===== src/sv/dense_cholesky_solver_assert.svh =====
// Assertion macros for the dense Cholesky solver.
`ifndef DENSE_CHOLESKY_SOLVER_ASSERT_SVH
`define DENSE_CHOLESKY_SOLVER_ASSERT_SVH
`ifndef SYNTHESIS
// prop must hold at every rising clock edge outside reset
`define DCS_ASSERT_CLK(lbl, clk, rst_n, prop) \
    lbl: assert property (@(posedge clk) disable iff (!rst_n) (prop)) \
        else $error("dcs assertion failed");
// cond must never be true outside reset
`define DCS_ASSERT_NEVER(lbl, clk, rst_n, cond) \
    lbl: assert property (@(posedge clk) disable iff (!rst_n) !(cond)) \
        else $error("dcs forbidden condition");
`else
`define DCS_ASSERT_CLK(lbl, clk, rst_n, prop)
`define DCS_ASSERT_NEVER(lbl, clk, rst_n, cond)
`endif
`endif


===== src/sv/dcs_vec_ram.sv =====
// Vector store: one write port, one registered read port.
module dcs_vec_ram #(
    parameter int AW = 4
) (
    input  logic          aclk,
    input  logic          we,
    input  logic [AW-1:0] waddr,
    input  logic [31:0]   wdata,
    input  logic [AW-1:0] raddr,
    output logic [31:0]   rdata
);

    logic [31:0] mem [1<<AW];

    always_ff @(posedge aclk) begin
        if (we) begin
            mem[waddr] <= wdata;
        end
        rdata <= mem[raddr];
    end

endmodule


===== config.mk =====
export PLATFORM = sky130hd
export DESIGN_NAME = dcs_vec_ram
export DESIGN_NICKNAME = d
export VERILOG_FILES = /design/src/sv/dense_cholesky_solver_assert.svh /design/src/sv/dcs_vec_ram.sv
export SDC_FILE = /design/constraint.sdc
export NUM_CORES = 1
export LEC_CHECK = 0
export ABC_AREA = 1
export CORE_ASPECT_RATIO = 1.1
export CORE_UTILIZATION = 45
export DETAILED_ROUTE_END_ITERATION = 12
export DONT_BUFFER_PORTS = 1
export PLACE_DENSITY = 0.57
export SLEW_MARGIN = 10
export SYNTH_ARGS = -nofsm -noshare
export SYNTH_HDL_FRONTEND = slang
export SYNTH_SLANG_ARGS = --single-unit

===== constraint.sdc =====
create_clock -name aclk -period 3 [get_ports aclk]
set_input_delay 0 -clock aclk [delete_from_list [all_inputs] [get_ports aclk]]
set_output_delay 0 -clock aclk [all_outputs]
set_load 0.01 [all_outputs]

## After elaboration in Yosys (flattened, before gate mapping)

Memory sizes are Yosys's and may differ from the RTL's. A register that Yosys moved wholly into a read port is not among the register bits.
Index checks and enable logic that the tools add are counted.

| word-level totals | value |
|---|---|
| bits in writable memories | 512 |
| memories | 1 |
| input port bits | 42 |
| register bits after elaboration | 0 |
| output and inout port bits | 32 |
| logic and storage cells | 3 |

| cells by class | value |
|---|---|
| mux-type cells | 2 |

Memories:

| memory | depth | bits a word | read ports | clocked after Yosys merged registers in | wr ports | line | text |
|---|---|---|---|---|---|---|---|
| mem | 16 | 32 | 1 | 1 | 1 | dcs_vec_ram.sv:13 | `logic [31:0] mem [1<<AW];` |

Operators by type and width:

| operator | number |
|---|---|
| $mux W1 | 2 |

## Longest topological paths before layout

| depth | value |
|---|---|
| depth after elaboration | 2 |
| gate-level depth with buffers | 10 |
| gate-level depth less buffers | 7 |

## Least setup slack after synthesis

Ideal clock, no wire load.

| path | value |
|---|---|
| path type | input to register |
| from | in waddr[2] |
| to | mem mem[10][0], enable pin |
| stages | 2 |
| slack | 1007 ps |
| buffers on the path | 0 |
| setup time | 421 ps |
| required time | 2579 ps |
| arrival | 1572 ps |
| cells stage by stage | nand3b_1 -> nor2_1 |

RTL lines:

| element | line | text |
|---|---|---|
| from (decl) | dcs_vec_ram.sv:7 | `input logic [AW-1:0] waddr,` |
| to (decl) | dcs_vec_ram.sv:13 |  |

Straight into the memory's write port.

==> qor.yml <==
max-vdd-ir-drop_mv: 0.3732
top_level_ports: 74
fp.coreArea_sq_um: 50040
drt-wirelength-per-cell_um: 19.02
io_buffer_count: 0
finalSetupViolCount: 0
netlist_area_sq_um: 22730
drt-vias-per-instance: 5.049
grt_use_met1_pct: 31.36
drive_above_1_share_pct: 6.206
cp.buffers_inverters: 6
wl_um: 55510
netlist_top_cells_area: "sky130_fd_sc_hd__edfxtp_1, sky130_fd_sc_hd__nand2_1, sky130_fd_sc_hd__nand3_1, sky130_fd_sc_hd__inv_1, sky130_fd_sc_hd__dfxtp_1"
crit_slowest_cell: "sky130_fd_sc_hd__dlygate4sd3_1"
grt.total_usage_pct: 22.06
final_layout_net_count: 2252
fin_worst_skew_ps: 12.64
cts.root.buffer_cell: "sky130_fd_sc_hd__clkbuf_16"
firstDrtPassIters: 5
syn-num-nets: 2162
yosysSeqAreaShare_pct: 70.46
cellPowerDensity_nw_per_um2: 635.3
critical_path.endpoint_type: "flip-flop"
grt_util_met3_pct: 4.619
synth_seq_cells: 544
final_critical_path_required_period_ps: 2809
post_route_antenna_net_violation_count: 0
numClockSinks: 544
worst_setup_path_start_kind: "input port"
max_slew.worst_pin.slew_ps: 937.1
cts-htree-levels: 2
std_cell_rows: 86
critical_path_peak_fanout: 121
place.detailed.hpwl_um: 28920
fmax_mhz: 356.0
worst_ep_arrival_time_ps: 3300
critPathTopFamily: "buffers and inverters"
slew_headroom_pct: 37.43
place.gp.congestion: 0.7823
report.final.hold_viol_count: 0
period_share_pct: 93.63
totalNegativeSetupSlack_ps: 0
numCtsBuffers: 55
total_number_of_vias: 14737
post_cts_resized: 0
synthCells: 2120
portion_of_synthesized_cell_area_occupied_by_the_leading_cell_type_pct: 67.64
critical_path.cell_chain: "buf_16 > inv_4 > buf_12 > nand3_1 > nand3_1 > dlygate4sd3_1 > nand3_1 > dlygate4sd3_1 > nand2_1 > dlygate4sd3_1"
final_cell_mix: "sky130_fd_sc_hd__nand2_1, sky130_fd_sc_hd__edfxtp_1, sky130_fd_sc_hd__inv_1"
remaining_global_route_overflow: 0
min-delay-path-class: "input port to flip-flop"
route.detailed.drc: 0
grt_setup_unrepaired: "no"
clock_latency_on_the_worst_skew_pair_ps: 600
place_inst: 2707
setup_ws_ps: 191.1
grt_max_degree: 157
final_max_slew_viol_count: 0
grt_pass1_vias: 14378
outcome: "finished clean"
design.die.area_sq_um: 51420
grt_pass1_wl_um: 85470
drtIter0Drc: 1398
dp_slack_ps: 1165
die_height_um: 237.7
final-instance-count-excl-fill: 2919
grt_most_used_layer: "met2"
critPathRequiredTime_ps: 3490
clkSlewWorstSetupHoldPaths_ps: 70
ctsLongestPathBuffers: 3
maxCapViolations: 0
syn_to_final_growth_pct: 15.61
chipWidth_um: 216.3
avgSynthCellArea_sq_um: 10.72
grt.met2_usage_pct: 34.34
initial_core_util_pct: 45.43
timing.critical_path.slowest_cell_delay_ps: 580
synth_top_area_cell: "sky130_fd_sc_hd__edfxtp_1"
yosys.cell_types.count: 15
timing_worst_setup_path_type: "input port to flip-flop"
synthesis.yosys.warnings: 0
tritoncts_clock_tree: "built"
mostFrequentLayoutCell: "sky130_fd_sc_hd__nand2_1"
number_of_antenna_violations_at_the_first_check_in_global_routing: 3
post-route-util_pct: 52.52
leakage_power_of_the_design_nw: 10.94
## final timing paths
check                   end  depth (start not counted)       start  slack [ps]
hold reg to reg   rdata[24]                          6  mem[6][24]         680
setup reg to reg  rdata[14]                          9  mem[3][14]         370
setup / recovery  rdata[30]                         10    raddr[1]         190
hold / removal     rdata[7]                          6    raddr[0]          40
## sequential cells by signal, summed over array words and instances, names as in the netlist
name and cells:
rdata 32, mem 512
## area by class of cell
class | count | area [sq um]
Fill cell | 4317 | 23760
Sequential cell | 544 | 16020
Multi-Input combinational cell | 1081 | 4667
Clock buffer | 80 | 1583
Inverter | 390 | 1474
Timing Repair Buffer | 138 | 1401
Tap cell | 660 | 825.8
Clock inverter | 23 | 305.3
Antenna cell | 3 | 7.507
## worst min-delay path, stage by stage
cell	delay, ps
sky130_fd_sc_hd__inv_8	150
sky130_fd_sc_hd__nand2_1	110
sky130_fd_sc_hd__nand3_1	60
sky130_fd_sc_hd__nand3_1	100
sky130_fd_sc_hd__nand3_1	80
sky130_fd_sc_hd__nand2_1	60
## cell families after synthesis
kind of cell           synth area share, %
and+or+nand+nor                      20.00
DFF                                  70.46
buffers and inverters                9.539
## routing by layer
metal | vias to the layer above | share of wire (%)
li1 | 7028 | -
met1 | 7138 | 45
met2 | 481 | 46
met3 | 88 | 7.2
met4 | 2 | 2.1
met5 | - | 0.020
## report_power, final
part | internal (mW) | leakage, nW | total (mW) | switching (mW)
registers | 8.50 | 4.90 | 8.58 | 0.0827
logic | 0.323 | 5.14 | 1.00 | 0.677
clock network | 4.26 | 0.904 | 7.11 | 2.85
total | 13.1 | 10.9 | 16.7 | 3.61
## cell usage after synthesis
cell and count:
sky130_fd_sc_hd__nand3_1 385, sky130_fd_sc_hd__nand3b_1 2, sky130_fd_sc_hd__dfxtp_1 32, sky130_fd_sc_hd__nor2_1 17
sky130_fd_sc_hd__buf_12 1, sky130_fd_sc_hd__buf_2 41, sky130_fd_sc_hd__inv_1 388, sky130_fd_sc_hd__buf_4 6
sky130_fd_sc_hd__edfxtp_1 512, sky130_fd_sc_hd__clkbuf_1 14, sky130_fd_sc_hd__inv_4 1, sky130_fd_sc_hd__buf_1 14
sky130_fd_sc_hd__nand2_1 677, sky130_fd_sc_hd__buf_6 29, sky130_fd_sc_hd__inv_2 1
## repair_timing
action                    in CTS  in global routing
hold endpoints to repair     558                  0
buffers inserted               0                  0
hold buffers                 106                  0
## per-stage QoR
stage               total power [mW]  hold slack [ps]  instance area, sq um
global route                   17.25            32.26                 26270
global placement               9.386            99.74                 23260
finish                         16.69            36.31                 26280
detailed placement             9.395            99.54                 23260
floorplan                      9.303            98.87                 22730
CTS                            16.82            6.609                 26270
Note: power is estimated with default switching activity, not from simulation.
