==> src/sv/dense_cholesky_solver_assert.svh <==
// Assertion macros for the dense Cholesky solver.
`ifndef DENSE_CHOLESKY_SOLVER_ASSERT_SVH
`define DENSE_CHOLESKY_SOLVER_ASSERT_SVH
`ifndef SYNTHESIS
// prop must hold at every rising clock edge outside reset
`define DCS_ASSERT_CLK(lbl, clk, rst_n, prop) \
    lbl: assert property (@(posedge clk) disable iff (!rst_n) (prop)) \
        else $error("dcs assertion failed");
// cond must never be true outside reset
`define DCS_ASSERT_NEVER(lbl, clk, rst_n, cond) \
    lbl: assert property (@(posedge clk) disable iff (!rst_n) !(cond)) \
        else $error("dcs forbidden condition");
`else
`define DCS_ASSERT_CLK(lbl, clk, rst_n, prop)
`define DCS_ASSERT_NEVER(lbl, clk, rst_n, cond)
`endif
`endif

==> src/sv/dcs_pkg.sv <==
// Shared types and constants of the dense Cholesky solver.
package dcs_pkg;

    localparam int MAX_ORDER_DEF = 16;
    localparam int FRAC_BITS_DEF = 16;

    localparam logic [4:0]  MATRIX_SIZE_RESET = 5'd16;
    localparam logic [31:0] SAT_POS = 32'h7fff_ffff;
    localparam logic [31:0] SAT_NEG = 32'h8000_0000;
    localparam int          SQRT_STEPS = 32;

    typedef enum logic [1:0] {
        OP_WR_MAT = 2'd0,
        OP_WR_RHS = 2'd1,
        OP_FACTOR = 2'd2,
        OP_SOLVE  = 2'd3
    } opcode_t;

    typedef enum logic [1:0] {
        STAT_OK    = 2'd0,
        STAT_PIVOT = 2'd1,
        STAT_SAT   = 2'd2
    } status_t;

    localparam logic KIND_STATUS   = 1'b0;
    localparam logic KIND_SOLUTION = 1'b1;

    // which reduction the sequencer is running
    typedef enum logic [1:0] {
        PH_DIAG,
        PH_OFF,
        PH_FWD,
        PH_BWD
    } phase_t;

    typedef enum logic [3:0] {
        ST_IDLE,
        ST_BASE_RD,
        ST_BASE_LD,
        ST_PROD_RD,
        ST_PROD_MUL,
        ST_PROD_ACC,
        ST_POST,
        ST_SQRT_WAIT,
        ST_DIV_WAIT,
        ST_WRITE,
        ST_FIN,
        ST_EMIT_RD,
        ST_EMIT_OUT
    } state_t;

    typedef struct packed {
        logic        done;
        logic        sat;
        logic [31:0] quot;
    } div_res_t;

endpackage

==> src/sv/dcs_div.sv <==
// Restoring divider: (num * 2^FRAC_BITS) / den, truncated, saturated to 32 bits.
module dcs_div #(
    parameter int FRAC_BITS = dcs_pkg::FRAC_BITS_DEF
) (
    input  logic              aclk,
    input  logic              aresetn,
    input  logic              start,
    input  logic [31:0]       num,
    input  logic [31:0]       den,
    output dcs_pkg::div_res_t res
);

    localparam int DW = 32 + FRAC_BITS;
    localparam int CW = $clog2(DW + 1);

    logic [DW-1:0] dvd_reg;
    logic [DW-1:0] quo_reg;
    logic [31:0]   rem_reg;
    logic [31:0]   dvs_reg;
    logic [CW-1:0] cnt_reg;
    logic          busy_reg;
    logic          neg_reg;
    logic          done_reg;
    logic          sat_reg;
    logic [31:0]   q_reg;

    logic [31:0]   abs_num;
    logic [31:0]   abs_den;
    logic [32:0]   rem_sh;
    logic          ge;
    logic          hi;
    logic          ovf;

    assign abs_num = num[31] ? (32'd0 - num) : num;
    assign abs_den = den[31] ? (32'd0 - den) : den;
    assign rem_sh  = {rem_reg, dvd_reg[DW-1]};
    assign ge      = rem_sh >= {1'b0, dvs_reg};
    assign hi      = |quo_reg[DW-1:32];
    assign ovf     = neg_reg ? (hi || (quo_reg[31] && (|quo_reg[30:0])))
                             : (hi || quo_reg[31]);

    always_ff @(posedge aclk) begin
        if (!aresetn) begin
            busy_reg <= 1'b0;
            done_reg <= 1'b0;
        end else begin
            done_reg <= 1'b0;
            if (start) begin
                busy_reg <= (den != '0);
                done_reg <= (den == '0);
            end else if (busy_reg && cnt_reg == '0) begin
                busy_reg <= 1'b0;
                done_reg <= 1'b1;
            end
        end
    end

    always_ff @(posedge aclk) begin
        if (start) begin
            dvd_reg <= {abs_num, {FRAC_BITS{1'b0}}};
            dvs_reg <= abs_den;
            rem_reg <= '0;
            quo_reg <= '0;
            cnt_reg <= CW'(DW);
            neg_reg <= num[31] ^ den[31];
            // zero divisor: answer at once with the numerator's sign
            sat_reg <= (num != '0);
            q_reg   <= (num == '0) ? '0 : (num[31] ? dcs_pkg::SAT_NEG : dcs_pkg::SAT_POS);
        end else if (busy_reg) begin
            if (cnt_reg != '0) begin
                rem_reg <= ge ? 32'(rem_sh - {1'b0, dvs_reg}) : rem_sh[31:0];
                quo_reg <= {quo_reg[DW-2:0], ge};
                dvd_reg <= {dvd_reg[DW-2:0], 1'b0};
                cnt_reg <= cnt_reg - CW'(1);
            end else begin
                sat_reg <= ovf;
                if (ovf) begin
                    q_reg <= neg_reg ? dcs_pkg::SAT_NEG : dcs_pkg::SAT_POS;
                end else begin
                    q_reg <= neg_reg ? (32'd0 - quo_reg[31:0]) : quo_reg[31:0];
                end
            end
        end
    end

    assign res.done = done_reg;
    assign res.sat  = sat_reg;
    assign res.quot = q_reg;

endmodule

==> config.mk <==
export PLATFORM = sky130hd
export DESIGN_NAME = dcs_div
export DESIGN_NICKNAME = d
export VERILOG_FILES = /design/src/sv/dense_cholesky_solver_assert.svh /design/src/sv/dcs_pkg.sv /design/src/sv/dcs_div.sv
export SDC_FILE = /design/constraint.sdc
export NUM_CORES = 1
export LEC_CHECK = 0
export BUFFER_PORTS_ARGS = -buffer_cell sky130_fd_sc_hd__buf_2
export CAP_MARGIN = 20
export CORE_ASPECT_RATIO = 0.9
export CORE_UTILIZATION = 30
export DETAILED_ROUTE_END_ITERATION = 6
export GPL_TIMING_DRIVEN = 0
export HOLD_SLACK_MARGIN = 0.06
export SYNTH_ARGS = -nofsm -noshare
export SYNTH_HDL_FRONTEND = slang
export SYNTH_SLANG_ARGS = --single-unit
==> constraint.sdc <==
create_clock -name aclk -period 4.8 [get_ports aclk]
set_input_delay 0.96 -clock aclk [delete_from_list [all_inputs] [get_ports aclk]]
set_output_delay 0.96 -clock aclk [all_outputs]
set_load 0.005 [all_outputs]
* After elaboration in Yosys (flattened, before gate mapping)
Cells that the tools add are included.
Cells by class: mux-type cells 22, reduce and logical (&&, ||, !) cells 18, magnitude comparators 1, bitwise gates (word level) 1, equality and inequality tests 1, add/sub/neg operators 5
Operators with widths (number):
- $mux W32 | 10
- $mux W48 | 3
- $sub A1 B32 Y32 const A | 3
- $logic_not A32 Y1 | 2
- $reduce_bool A32 Y1 | 2
- $ge A33 B32 Y1 | 1
- $sub A32 B32 Y32 | 1
- $mux W31 | 1
- $reduce_or A31 Y1 | 1
- $reduce_or A16 Y1 | 1
- $mux W1 | 8
- $logic_not A6 Y1 | 1
- $reduce_and A2 Y1 | 3
- $reduce_bool A2 Y1 | 3
- $reduce_bool A6 Y1 | 1
- $sub A6 B1 Y6 const B | 1
- $logic_and A1 B1 Y1 | 2
- $logic_or A1 B1 Y1 | 2
- $ne A2 B2 Y1 const B | 1
- $xor A1 B1 Y1 | 1
Storage, ports and cells: register bits 186, output and inout bits 34, input bits 67, word-level logic and storage cells 59

* Depth between registers and ports, before layout
depth after elaboration 8, gate-level depth with buffers 12, depth with buffers taken out 11

* Least setup slack after synthesis
OpenSTA, ideal clock, no wires.
kind input to register, start input num[0], end register q_reg[21], data pin, path buffers 1, data arrival time 3.589 ns, stages 11, path slack 0.949 ns, setup time 0.261 ns, data required time 4.539 ns, cells stage by stage inv_1 > ha_1 > or3b_1 > or4_4 > buf_6 > or4_4 > or3_4 > o21ai_4 > o21ai_2 > a211oi_1 > nor3_1
Between the ends: word-level cells in the longest chain between the ends 3
Ends and longest elaborated chain:
- start, declared | line dcs_div.sv:8 | input logic [31:0] num,
- $logic_not A32 Y1 | line dcs_div.sv:68 | q_reg <= (num == '0) ? '0 : (num[31] ? dcs_pkg::SAT_NEG : dcs_pkg::SAT_POS);
- $mux W32 | line dcs_div.sv:68
- $mux W32 | line dcs_div.sv:59 | if (start) begin
- end signal, assigned | line dcs_div.sv:68
- end signal, assigned | line dcs_div.sv:78 | q_reg <= neg_reg ? dcs_pkg::SAT_NEG : dcs_pkg::SAT_POS;
- end signal, assigned | line dcs_div.sv:80 | q_reg <= neg_reg ? (32'd0 - quo_reg[31:0]) : quo_reg[31:0];
- end, declared | line dcs_div.sv:25 | logic [31:0] q_reg;
No other way between the ends. A chain may end at the register's enable or synchronous reset.

* Final worst setup path
start input num[0], end register q_reg[6], data pin
The elaborated chain is that of the path after synthesis.

==> impl_results.md <==
* Status: finished, violations left
* Failing checks: DRC
* Leading post-synthesis cells by cell area: edfxtp_1 (26%), dfxtp_1 (16%), a21oi_1 (6.9%), nand2_1 (6.6%), ha_1 (4.1%)
* Least-Margin Pin Slew at roughly 1.1 ns
* Post-place instance area at 12400 sq um
* Hold path depth at 2
* RR Endpoint: q_reg[16]
* Initial DRC Count at 782
* Share of the synthesized area in the top cell type at between 20% and 30%
* Hold Slack at about 0.46 ns
* Sinks on Clock Net at 186
* Clock share of power at 34.6%
* First-pass GRT wire length at 49.9 mm
* Pwr Density at between 300 and 400 nW/um^2
* Clock Latency Late Sink at 0.45 ns
* Fraction of registers with async set/reset at 0%
* Post-route ant nets at 0
* R2R cell count at 8
* Critical path data required time at 4.97 ns
* Highest-count cells in the layout ignoring fill and taps: nand2_1 (198), a21oi_1 (155), buf_2 (101)
* Worst Hold End: quo_reg[47]
* Post-route minimum period at 3.95 ns
* Num ports at between 100 and 150
* GPL Wtd Cong at 0.929
* RSZ-0062 raised after global routing: false
* Hold buffer count at cts at 0
* Type of origin of the critical path: input pin
* Critical path peak fanout at 8
* Row count at 67
* Synth warn at 0
* Hold path startpoint: quo_reg[47]
* Initial antenna violation count at 2
* First drt pass iteration count at 7
* CORE AREA at 37100 sq um
* Slew Limit Headroom at 27.1%
* Final nets at 1560
* Share of cells above drive strength 1 at 11.2%
* Period utilization at 82.2%
* Sw Share at 32.0%
* Maxcap violations at 0
* Sw power at between 1 and 1.5 mW
* # setup viols final at 0
* Inserted Clock Buffers at 17
* Min-Delay Path Class: reg2reg
* Die Y at roughly 190 um
* Post-Route WL at approximately 32 mm
* Overall power at slightly above 4 mW
* Final design area excluding fillers at 13000 sq um
* Most common cell after layout, fill and taps aside: nand2_1
* P_leak at about 5.0 nW
* Mapped cell area at 11300 sq um
* Comb power frac at roughly a fifth
* Synthesized flop and latch total at 186
* Final Hold Viols at 0
* Synth unique cells at 77
* # DRC at 4
* PortBufs at 100
* All-Layer GR Usage at between 15 and 20%
* Via/cell ratio at 5.25
* Max reg flops at between 40 and 50
* Area delta synth->final at 15.6%
* Critical path arrival at 4.11 ns
* Endpoint type of the worst setup path: flip-flop
* FMAX at 0.253 GHz
* Number of synthesized flops with an enable pin at between 90 and 100
* Largest net degree at the start of global routing at 36
* CTS Buffer Depth at 2
* Top FF cell, synth: edfxtp_1
* Sequential element share of the synthesized area at 41.7%
* DP Wirelength at 24.2 mm
* Total gr overflow at 0
* Final Skew at roughly 0.015 ns
* WL per Instance at 16.3 um
* Setup_tns at 0 ns
* Clock-pin slew on the worst setup and hold paths at around 0.080 ns
* PostCTS Resize Cnt at 0
* Vias in the first global route at about 9400
* Clk root buf: clkbuf_16
* Peak supply drop at 0.232 mV
* Die footprint at around 38000 sq um
* CTS H-Tree Depth at 4
* Die width at 206 um
* Via Count at 10239
* Syn Nets at 1439
* R2R Setup Slk at 1.13 ns
* CTS tree: done
* Postcts setup bufs at 0
* FF-to-FF Start: quo_reg[18]
* Int Pwr at around 2.8 mW
* Initial core utilization at 30.4%
* Max-slew violation count at 0
* Sequential share of power at between 40 and 50%
* Post-Synthesis Cells at 1334
* Crit path kind: in2reg
* Area leader, netlist: edfxtp_1
* Mapped Avg Cell Area at 8.46 sq um
* Antenna Cells at 0
## worst max-delay path by stage
stage | slack [ns] | cells after the start | endpoint | from
floorplan | 0.95 | 11 | q_reg[21] | num[0]
global placement | 0.43 | 11 | q_reg[30] | num[0]
detailed placement | 0.41 | 12 | q_reg[21] | num[0]
CTS | 0.88 | 12 | q_reg[21] | num[0]
global route | 0.75 | 12 | q_reg[21] | num[0]
finish | 0.85 | 11 | q_reg[6] | num[0]
## stage by stage
step           setup WS (ns)  util, %  cells
2_1_floorplan          0.949        -   1334
3_3_place_gp           0.426     33.4   1917
3_5_place_dp           0.410     33.5   1919
4_1_cts                0.878     35.1   1951
5_1_grt                0.750     35.1   1951
6_report               0.853     35.1   1951
## power groups by stage
| stage | Clock, mW | Combinational, mW | Sequential [mW] |
|---|---|---|---|
| 5_1_grt | 1.52 | 0.957 | 1.86 |
| 3_5_place_dp | 0 | 0.848 | 1.89 |
| 4_1_cts | 1.47 | 0.853 | 1.85 |
| 6_report | 1.43 | 0.858 | 1.85 |
| 3_3_place_gp | 0 | 0.834 | 1.89 |
| 2_1_floorplan | 0 | 0.581 | 1.87 |
## synth_stat cells, types with 6 or more instances
master and n:
a21oi_1 155, edfxtp_1 98, or4_1 11, nand3_1 22
o41ai_1 8, nor3b_1 9, nand2_1 198, ha_1 37
a21o_1 19, nor4_1 11, buf_6 6, xnor2_1 47
nand2b_1 6, a211oi_1 15, dfxtp_1 88, clkbuf_1 63
o31ai_1 24, xor2_1 39, o211ai_1 7, nor3_1 38
nor2_1 99, a31oi_1 28, o21ai_1 19, buf_1 6
o21ai_0 90, nand4_1 13, nor2b_1 6, inv_1 57
or3_1 20
## cell type report
type	instances	area [sq um]
sequential	186	4700
clock buffer	17	425
buffer	79	360
tap	483	604
clock inverter	15	171
fill	3899	24100
multi-input combinational	1011	6000
inverter	58	218
timing repair buffer	102	556
## routing by layer
layer,wire length [um],track usage [%],vias to the layer above
met4,644,5.79,4
met3,1700,3.31,47
met5,22,0,-
met2,14700,26.8,283
li1,-,-,5079
met1,14800,22.1,4826
## worst max-delay path, cell delays in order
cell and delay [ns]:
buf_2 0.12, inv_1 0.08, ha_1 0.16, or3b_1 0.42, or4_4 0.50, buf_6 0.15
or4_4 0.49, or3_4 0.40, o21ai_4 0.28, a21boi_4 0.39, o21ai_1 0.16
## logic make-up (layout without fill, tap and decap cells)
logic type               after synthesis  in the layout  share of synthesized area (%)
adder cells (fa/ha/maj)               38             38                           4.28
flip-flops                           186            186                           41.7
buffers and inverters                137            271                           5.12
AND/OR/NAND/NOR                      471            471                           19.9
multiplexers                           3              3                          0.266
AO/OA/AOI/OAI                        413            413                           22.1
XOR/XNOR                              86             86                           6.67
No activity file was read; power rests on OpenSTA's default activity.
