## src/sv/dense_cholesky_solver_assert.svh

```systemverilog
// Assertion macros for the dense Cholesky solver.
`ifndef DENSE_CHOLESKY_SOLVER_ASSERT_SVH
`define DENSE_CHOLESKY_SOLVER_ASSERT_SVH
`ifndef SYNTHESIS
// prop must hold at every rising clock edge outside reset
`define DCS_ASSERT_CLK(lbl, clk, rst_n, prop) \
    lbl: assert property (@(posedge clk) disable iff (!rst_n) (prop)) \
        else $error("dcs assertion failed");
// cond must never be true outside reset
`define DCS_ASSERT_NEVER(lbl, clk, rst_n, cond) \
    lbl: assert property (@(posedge clk) disable iff (!rst_n) !(cond)) \
        else $error("dcs forbidden condition");
`else
`define DCS_ASSERT_CLK(lbl, clk, rst_n, prop)
`define DCS_ASSERT_NEVER(lbl, clk, rst_n, cond)
`endif
`endif

```

## src/sv/dcs_pkg.sv

```systemverilog
// Shared types and constants of the dense Cholesky solver.
package dcs_pkg;

    localparam int MAX_ORDER_DEF = 16;
    localparam int FRAC_BITS_DEF = 16;

    localparam logic [4:0]  MATRIX_SIZE_RESET = 5'd16;
    localparam logic [31:0] SAT_POS = 32'h7fff_ffff;
    localparam logic [31:0] SAT_NEG = 32'h8000_0000;
    localparam int          SQRT_STEPS = 32;

    typedef enum logic [1:0] {
        OP_WR_MAT = 2'd0,
        OP_WR_RHS = 2'd1,
        OP_FACTOR = 2'd2,
        OP_SOLVE  = 2'd3
    } opcode_t;

    typedef enum logic [1:0] {
        STAT_OK    = 2'd0,
        STAT_PIVOT = 2'd1,
        STAT_SAT   = 2'd2
    } status_t;

    localparam logic KIND_STATUS   = 1'b0;
    localparam logic KIND_SOLUTION = 1'b1;

    // which reduction the sequencer is running
    typedef enum logic [1:0] {
        PH_DIAG,
        PH_OFF,
        PH_FWD,
        PH_BWD
    } phase_t;

    typedef enum logic [3:0] {
        ST_IDLE,
        ST_BASE_RD,
        ST_BASE_LD,
        ST_PROD_RD,
        ST_PROD_MUL,
        ST_PROD_ACC,
        ST_POST,
        ST_SQRT_WAIT,
        ST_DIV_WAIT,
        ST_WRITE,
        ST_FIN,
        ST_EMIT_RD,
        ST_EMIT_OUT
    } state_t;

    typedef struct packed {
        logic        done;
        logic        sat;
        logic [31:0] quot;
    } div_res_t;

endpackage

```

## src/sv/dcs_sqrt.sv

```systemverilog
// Digit-by-digit square root of s * 2^FRAC_BITS, two radicand bits per cycle.
module dcs_sqrt #(
    parameter int FRAC_BITS = dcs_pkg::FRAC_BITS_DEF
) (
    input  logic        aclk,
    input  logic        aresetn,
    input  logic        start,
    input  logic [31:0] s,
    output logic        done,
    output logic [31:0] root
);

    logic [63:0] x_reg;
    logic [34:0] rem_reg;
    logic [31:0] root_reg;
    logic [5:0]  cnt_reg;
    logic        done_reg;
    logic [34:0] rem_sh;
    logic [34:0] trial;
    logic        ge;

    assign rem_sh = {rem_reg[32:0], x_reg[63:62]};
    assign trial  = {1'b0, root_reg, 2'b01};
    assign ge     = rem_sh >= trial;

    always_ff @(posedge aclk) begin
        if (!aresetn) begin
            cnt_reg  <= '0;
            done_reg <= 1'b0;
        end else begin
            done_reg <= 1'b0;
            if (start) begin
                cnt_reg <= 6'(dcs_pkg::SQRT_STEPS);
            end else if (cnt_reg != '0) begin
                cnt_reg  <= cnt_reg - 6'd1;
                done_reg <= (cnt_reg == 6'd1);
            end
        end
    end

    always_ff @(posedge aclk) begin
        if (start) begin
            x_reg    <= {32'd0, s} << FRAC_BITS;
            rem_reg  <= '0;
            root_reg <= '0;
        end else if (cnt_reg != '0) begin
            x_reg    <= {x_reg[61:0], 2'b00};
            rem_reg  <= ge ? (rem_sh - trial) : rem_sh;
            root_reg <= {root_reg[30:0], ge};
        end
    end

    assign done = done_reg;
    assign root = root_reg;

endmodule

```

## config.mk

```make
export PLATFORM = sky130hd
export DESIGN_NAME = dcs_sqrt
export DESIGN_NICKNAME = d
export VERILOG_FILES = /design/src/sv/dense_cholesky_solver_assert.svh /design/src/sv/dcs_pkg.sv /design/src/sv/dcs_sqrt.sv
export SDC_FILE = /design/constraint.sdc
export NUM_CORES = 1
export LEC_CHECK = 0
export ABC_AREA = 0
export BUFFER_PORTS_ARGS = -buffer_cell sky130_fd_sc_hd__buf_4
export CAP_MARGIN = 15
export CORE_MARGIN = 3
export CORE_UTILIZATION = 38
export DETAILED_ROUTE_END_ITERATION = 10
export PLACE_DENSITY_LB_ADDON = 0.08
export SYNTH_ARGS = -nofsm -noshare
export SYNTH_HDL_FRONTEND = slang
export SYNTH_SLANG_ARGS = --single-unit
```

## constraint.sdc

```tcl
create_clock -name aclk -period 4.9 [get_ports aclk]
set_input_delay 0.98 -clock aclk [delete_from_list [all_inputs] [get_ports aclk]]
set_output_delay 0.98 -clock aclk [all_outputs]
set_load 0.02 [all_outputs]
```

Yosys cells after proc, flatten, opt, wreduce, memory -nomap -nowiden
Index checks and enable logic that the tools add are counted.
Widths: inputs -> output; s select.
{ "word_totals": {"ff_bits": 120, "output_inout_bits": 33} }
{ "classes": {"mux": 5, "reduce_logical": 4, "n_eq_ne": 1, "bitwise_logic": 2, "n_addsub": 2, "n_lt_le_gt_ge": 1} }
{ "ops": {"columns": ["operator", "count"], "rows": [
  ["$mux 48", 2],
  ["$ge 35x34->1", 1],
  ["$mux 33", 1],
  ["$sub 33x33->33", 1],
  ["$mux 6", 2],
  ["$eq 6x1->1 const B", 1],
  ["$reduce_bool 6->1", 1],
  ["$sub 6x1->6 const B", 1],
  ["$reduce_or 3->1", 1],
  ["$not 1->1", 2],
  ["$reduce_bool 2->1", 1],
  ["$reduce_or 2->1", 1]
]} }

Logic depth before layout (Yosys ltp)
{ "depth": {"word_depth": 3, "mapped_depth": 12} }

Least setup slack after synthesis
OpenSTA, ideal clock, no wires.
{ "synth_path": {"path_kind": "flip-flop to flip-flop", "start": "register root_reg[30] (netlist: root[30])", "end": "register rem_reg[31]", "arrival_ns": 2.618, "setup_slack_ns": 2.164, "stages_incl_launch_ff": 11, "path_cell_list": "dfxtp_1 -> inv_1 -> ha_1 -> a21o_1 -> a211o_1 -> a41o_1 -> or4_4 -> nand2_4 -> buf_6 -> nor3b_1 -> o221a_2"} }
{ "synth_between": {"elab_chain_len": 2} }
{ "synth_rtl": {"columns": ["item", "line_no", "source"], "rows": [
  ["start: declaration", "dcs_sqrt.sv:15", "logic [31:0] root_reg;"],
  ["start signal: assignment", "dcs_sqrt.sv:49", "root_reg <= {root_reg[30:0], ge};"],
  ["$ge 35x34->1", "dcs_sqrt.sv:24", "assign ge = rem_sh >= trial;"],
  ["$mux 33", "dcs_sqrt.sv:48", "rem_reg <= ge ? (rem_sh - trial) : rem_sh;"],
  ["end signal: assignment", "dcs_sqrt.sv:48", null],
  ["end: declaration", "dcs_sqrt.sv:14", "logic [34:0] rem_reg;"]
]} }
Every way passes these cells.
A chain may end at the register's enable or synchronous reset.

Worst setup path after layout
{ "layout_path": {"start": "register root_reg[23] (netlist: root[23])", "end": "register rem_reg[32]"} }
{ "layout_between": {"elab_chain_len": 2, "word_cells_on_any_way": 3} }
{ "layout_rtl": {"columns": ["item", "line_no"], "rows": [
  ["$sub 33x33->33 or $ge 35x34->1 (tied branches)", "dcs_sqrt.sv:48, dcs_sqrt.sv:24"],
  ["$mux 33 *", "dcs_sqrt.sv:48"]
]} }
Every way passes the cells marked *; elsewhere a longest branch is shown, timed or not.

==> reports/results.tsv <==
stage	metric	value	unit
global_route	wire length of the first global-routing pass	27000	µm
placement	post-detail-place hpwl	11100	µm
floorplan	width of the chip	140	µm
worst_setup_path	Critical Path Sink Type	register	
clocking	source-to-sink clock delay at the later pin of the worst-skew pair	0.42	ns
final_layout	number of nets in the finished design	914	
clocking	number of buffers created by CTS	17	
clocking	CTS resizes	0	
clocking	H-tree levels	4	
power	Pint	3.08	mW
clocking	count of hold buffers inserted by post-cts repair	0	
worst_setup_path	Critical Path Start Type	register	
global_route	number of global-route vias before repair	5573	
clocking	clock sink total	120	
sta	setup clock skew after layout	0.00812	ns
power	Pwr Density	678	nW/µm²
worst_setup_path	dominant cell type by count on the critical path	nand3_1	
worst_setup_path	startpoint of the most critical setup path	root[23]$_SDFFE_PP0P_	
worst_setup_path	standard cell with the maximum stage delay on the critical path	ha_1	
detailed_routing	total number of vias	5686	
worst_setup_path	classification of the worst setup path	reg2reg	
worst_setup_path	critical path data required time	5.24	ns
floorplan	Die Y	140	µm
worst_setup_path	Worst R2R Setup Slack	1.84	ns
yosys	number of flops mapped to enable cells by yosys	32	
detailed_routing	drc violations	0	
power	leakage dissipation	3.16	nW
worst_setup_path	number of cells traversed by the worst register-to-register path	11	
yosys	total of flip-flops plus latches after synthesis	120	
final_layout	share of layout cells above drive strength 1	0.195	
sta	Worst-Margin Slew	0.950	ns
final_layout	Inserted Diodes	0	
final_layout	area of all sequential standard cells	2720	µm²
sta	minimum setup slack in the final design	1.84	ns
clocking	Clock Path Buffers	2	
detailed_routing	count of routing violations after the opening detailed-route iteration	398	
global_route	grt ovf	0	
yosys	synthesized area per cell	8.66	µm²
floorplan	num rows	48	
floorplan	area of the placeable core	17500	µm²
global_route	maximum number of pins on one net before global-route repair	63	
yosys	post-synthesis cell type with the largest combined area	dfxtp_1	
yosys	synthesized area	6870	µm²
detailed_routing	DRT antenna net count	0	
detailed_routing	post-detailed-route wirelength per cell	14.8	µm
power	worst vdd ir	0.000322	V
detailed_routing	vias per cell	5.26	
flow_run	total of max-cap violations	0	
sta	share of the cycle needed by the critical path after routing	0.625	
hold_path	Hold WC Path Type	reg2reg	
detailed_routing	number of optimization iterations in the first detailed-route pass	5	
placement	worst slack after detailed placement	1.77	ns
clocking	# Post-CTS Setup Buffers	0	
worst_setup_path	end point of the critical path	rem_reg[32]$_SDFFE_PP0P_	
worst_setup_path	Arr. time, crit path	3.40	ns
yosys	yosys synthesis warning count	0	
global_route	global-route usage over all layers	0.164	
yosys	cell count after synthesis	794	
final_layout	area of the multi-input gates	3780	µm²
sta	min Tclk post-route	3.06	ns
sta	total of endpoints with negative setup slack in the final report	0	
power	Clk network pwr share	0.217	
power	power spent charging and discharging nets	2.38	mW
final_layout	synthesis-to-layout area growth	17.3	%
yosys	synthesized net count	865	
run_status	status	finished, final reports clean	
clocking	clock tree from TritonCTS	done	
worst_setup_path	ordered cell list for the critical path	inv_1 -> ha_1 -> nand3_1 -> nor4_1 -> nand3_1 -> a21oi_2 -> nor4_1 -> nor2_2 -> buf_4 -> nand3_1 -> o211ai_1	
power	Logic pwr share	0.531	
placement	IO buf count	67	
worst_setup_path	worst r2r src	root[23]$_SDFFE_PP0P_	
sta	setup TNS	0	ns
clocking	clock input transition at the sequential cells of the worst setup and hold paths	0.06	ns
sta	max-slew violation total from the final report	0	
yosys	top-area cell type share of the netlist area	0.256	
final_layout	Post-Route Utilization	0.461	
global_route	number of antenna violations at the first check in global routing	0	
final_layout	number of flip-flops under the largest register name	48	
sta	slew margin rel.	0.366	
yosys	biggest area contributors in the synthesized netlist	dfxtp_1 (26%), edfxtp_1 (14%), nand2_1 (8.8%)	
power	fraction of power spent switching nets	0.436	
yosys	sequential share of the synthesized area	0.396	
worst_setup_path	CP peak stage delay	0.41	ns
worst_setup_path	capture point of the worst reg-to-reg path	rem_reg[32]$_SDFFE_PP0P_	
floorplan	starting density of the core	0.393	
placement	final weighted congestion in routability-driven placement	0.928	
floorplan	die area	19700	µm²
floorplan	Boundary Pins	68	
sta	final hold vios	0	
final_layout	filler cell count in the final layout	1701	
yosys	distinct cell type count after synthesis	64	
sta	timing-limited maximum frequency	326	MHz
yosys	fraction of registers with async set/reset	0	
sta	RSZ-0062 raised after global routing	false	
worst_setup_path	highest net fanout along the worst path	21	
detailed_routing	WL final	16000	µm
power	part of the total power dissipated in sequential elements	0.251	
clocking	cell at the root of the clock tree	clkbuf_16	
yosys	main flop type after synthesis	dfxtp_1	
metrics by stage:
step	std cells	hold slack (ns)	instance area, µm²	power (mW)
floorplan	794	0.432	6870	3.73
global placement	1049	0.440	7500	4.27
detailed placement	1049	0.445	7500	4.29
CTS	1081	0.454	8060	5.51
global route	1081	0.469	8060	5.90
finish	1081	0.451	8060	5.46
metal layers:
layer	part of all wire	track usage
met1	0.50	0.220
met2	0.45	0.262
met3	0.046	0.0413
met4	0.0087	0.0474
met5	0	0
power groups by stage:
stage          clock [mW]  combinational, mW  sequential, mW
2_1_floorplan           0               2.36            1.37
3_3_place_gp            0               2.88            1.39
3_5_place_dp            0               2.90            1.39
4_1_cts              1.22               2.92            1.38
5_1_grt              1.27               3.24            1.40
6_report             1.19               2.90            1.37
critical path, delay by kind of cell, from the launching register on:
family | cells | cell delay (ns)
DFF | 1 | 0.37
AOI/OAI and AO/OA | 2 | 0.47
and+or+nand+nor | 6 | 1.34
buffers and inverters | 2 | 0.39
adders and majority gates | 1 | 0.41
cells in the mapped netlist, drive strengths merged, types with 7 or more instances:
| cell | n |
|---|---|
| mux2 | 30 |
| a211oi | 10 |
| edfxtp | 32 |
| dfxtp | 88 |
| nor2 | 43 |
| ha | 36 |
| a21oi | 85 |
| a21o | 21 |
| o21ai | 23 |
| and3 | 8 |
| xnor2 | 25 |
| a31oi | 7 |
| nand2 | 162 |
| a311oi | 18 |
| clkbuf | 28 |
| inv | 48 |
| and2 | 10 |
| buf | 14 |
| nand3 | 22 |
layout make-up:
| cell class | instances | share of cell area |
|---|---|---|
| Clock buffer | 19 | 0.0537 |
| Clock inverter | 13 | 0.0155 |
| Inverter | 48 | 0.0223 |
| Multi-Input combinational cell | 584 | 0.469 |
| Sequential cell | 120 | 0.338 |
| Tap cell | 225 | 0.0349 |
| Timing Repair Buffer | 72 | 0.0670 |
logic make-up after synthesis:
group | count (synthesis) | share of synthesized area
muxes | 30 | 0.0492
buffers and inverters | 90 | 0.0553
AOI/OAI and AO/OA | 210 | 0.217
adders and majority gates | 36 | 0.0655
DFF | 120 | 0.396
and+or+nand+nor | 277 | 0.177
xor gates and xnor gates | 31 | 0.0395
worst min path at each step:
stage / slack, ns / start / endpoint / depth (start not counted)
3_5_place_dp: 0.45 / x_reg[53]$_SDFFE_PP0P_ / x_reg[53]$_SDFFE_PP0P_ / 2
3_3_place_gp: 0.44 / x_reg[52]$_SDFFE_PP0P_ / x_reg[52]$_SDFFE_PP0P_ / 2
6_report: 0.45 / x_reg[61]$_SDFFE_PP0P_ / x_reg[61]$_SDFFE_PP0P_ / 2
4_1_cts: 0.45 / x_reg[61]$_SDFFE_PP0P_ / x_reg[61]$_SDFFE_PP0P_ / 2
5_1_grt: 0.47 / x_reg[52]$_SDFFE_PP0P_ / x_reg[54]$_SDFFE_PP0P_ / 2
2_1_floorplan: 0.43 / x_reg[50]$_SDFFE_PP0P_ / x_reg[50]$_SDFFE_PP0P_ / 2
layout by cell type, fill, tap and decap left out, types with 7 or more instances in the layout:
master	synthesis	final
ha_1	36	36
and2_1	9	8
dfxtp_1	88	88
mux2_2	30	30
o21ai_0	22	22
nor2_1	42	42
a21oi_1	83	83
a211oi_1	8	8
xnor2_1	25	25
a311oi_2	18	18
a21o_1	21	21
nand3_1	22	22
and3_1	8	8
inv_1	48	48
edfxtp_1	32	32
clkbuf_16	0	17
a31oi_1	7	7
nand2_1	161	160
buf_4	2	72
Power figures use the tool's default switching activity.
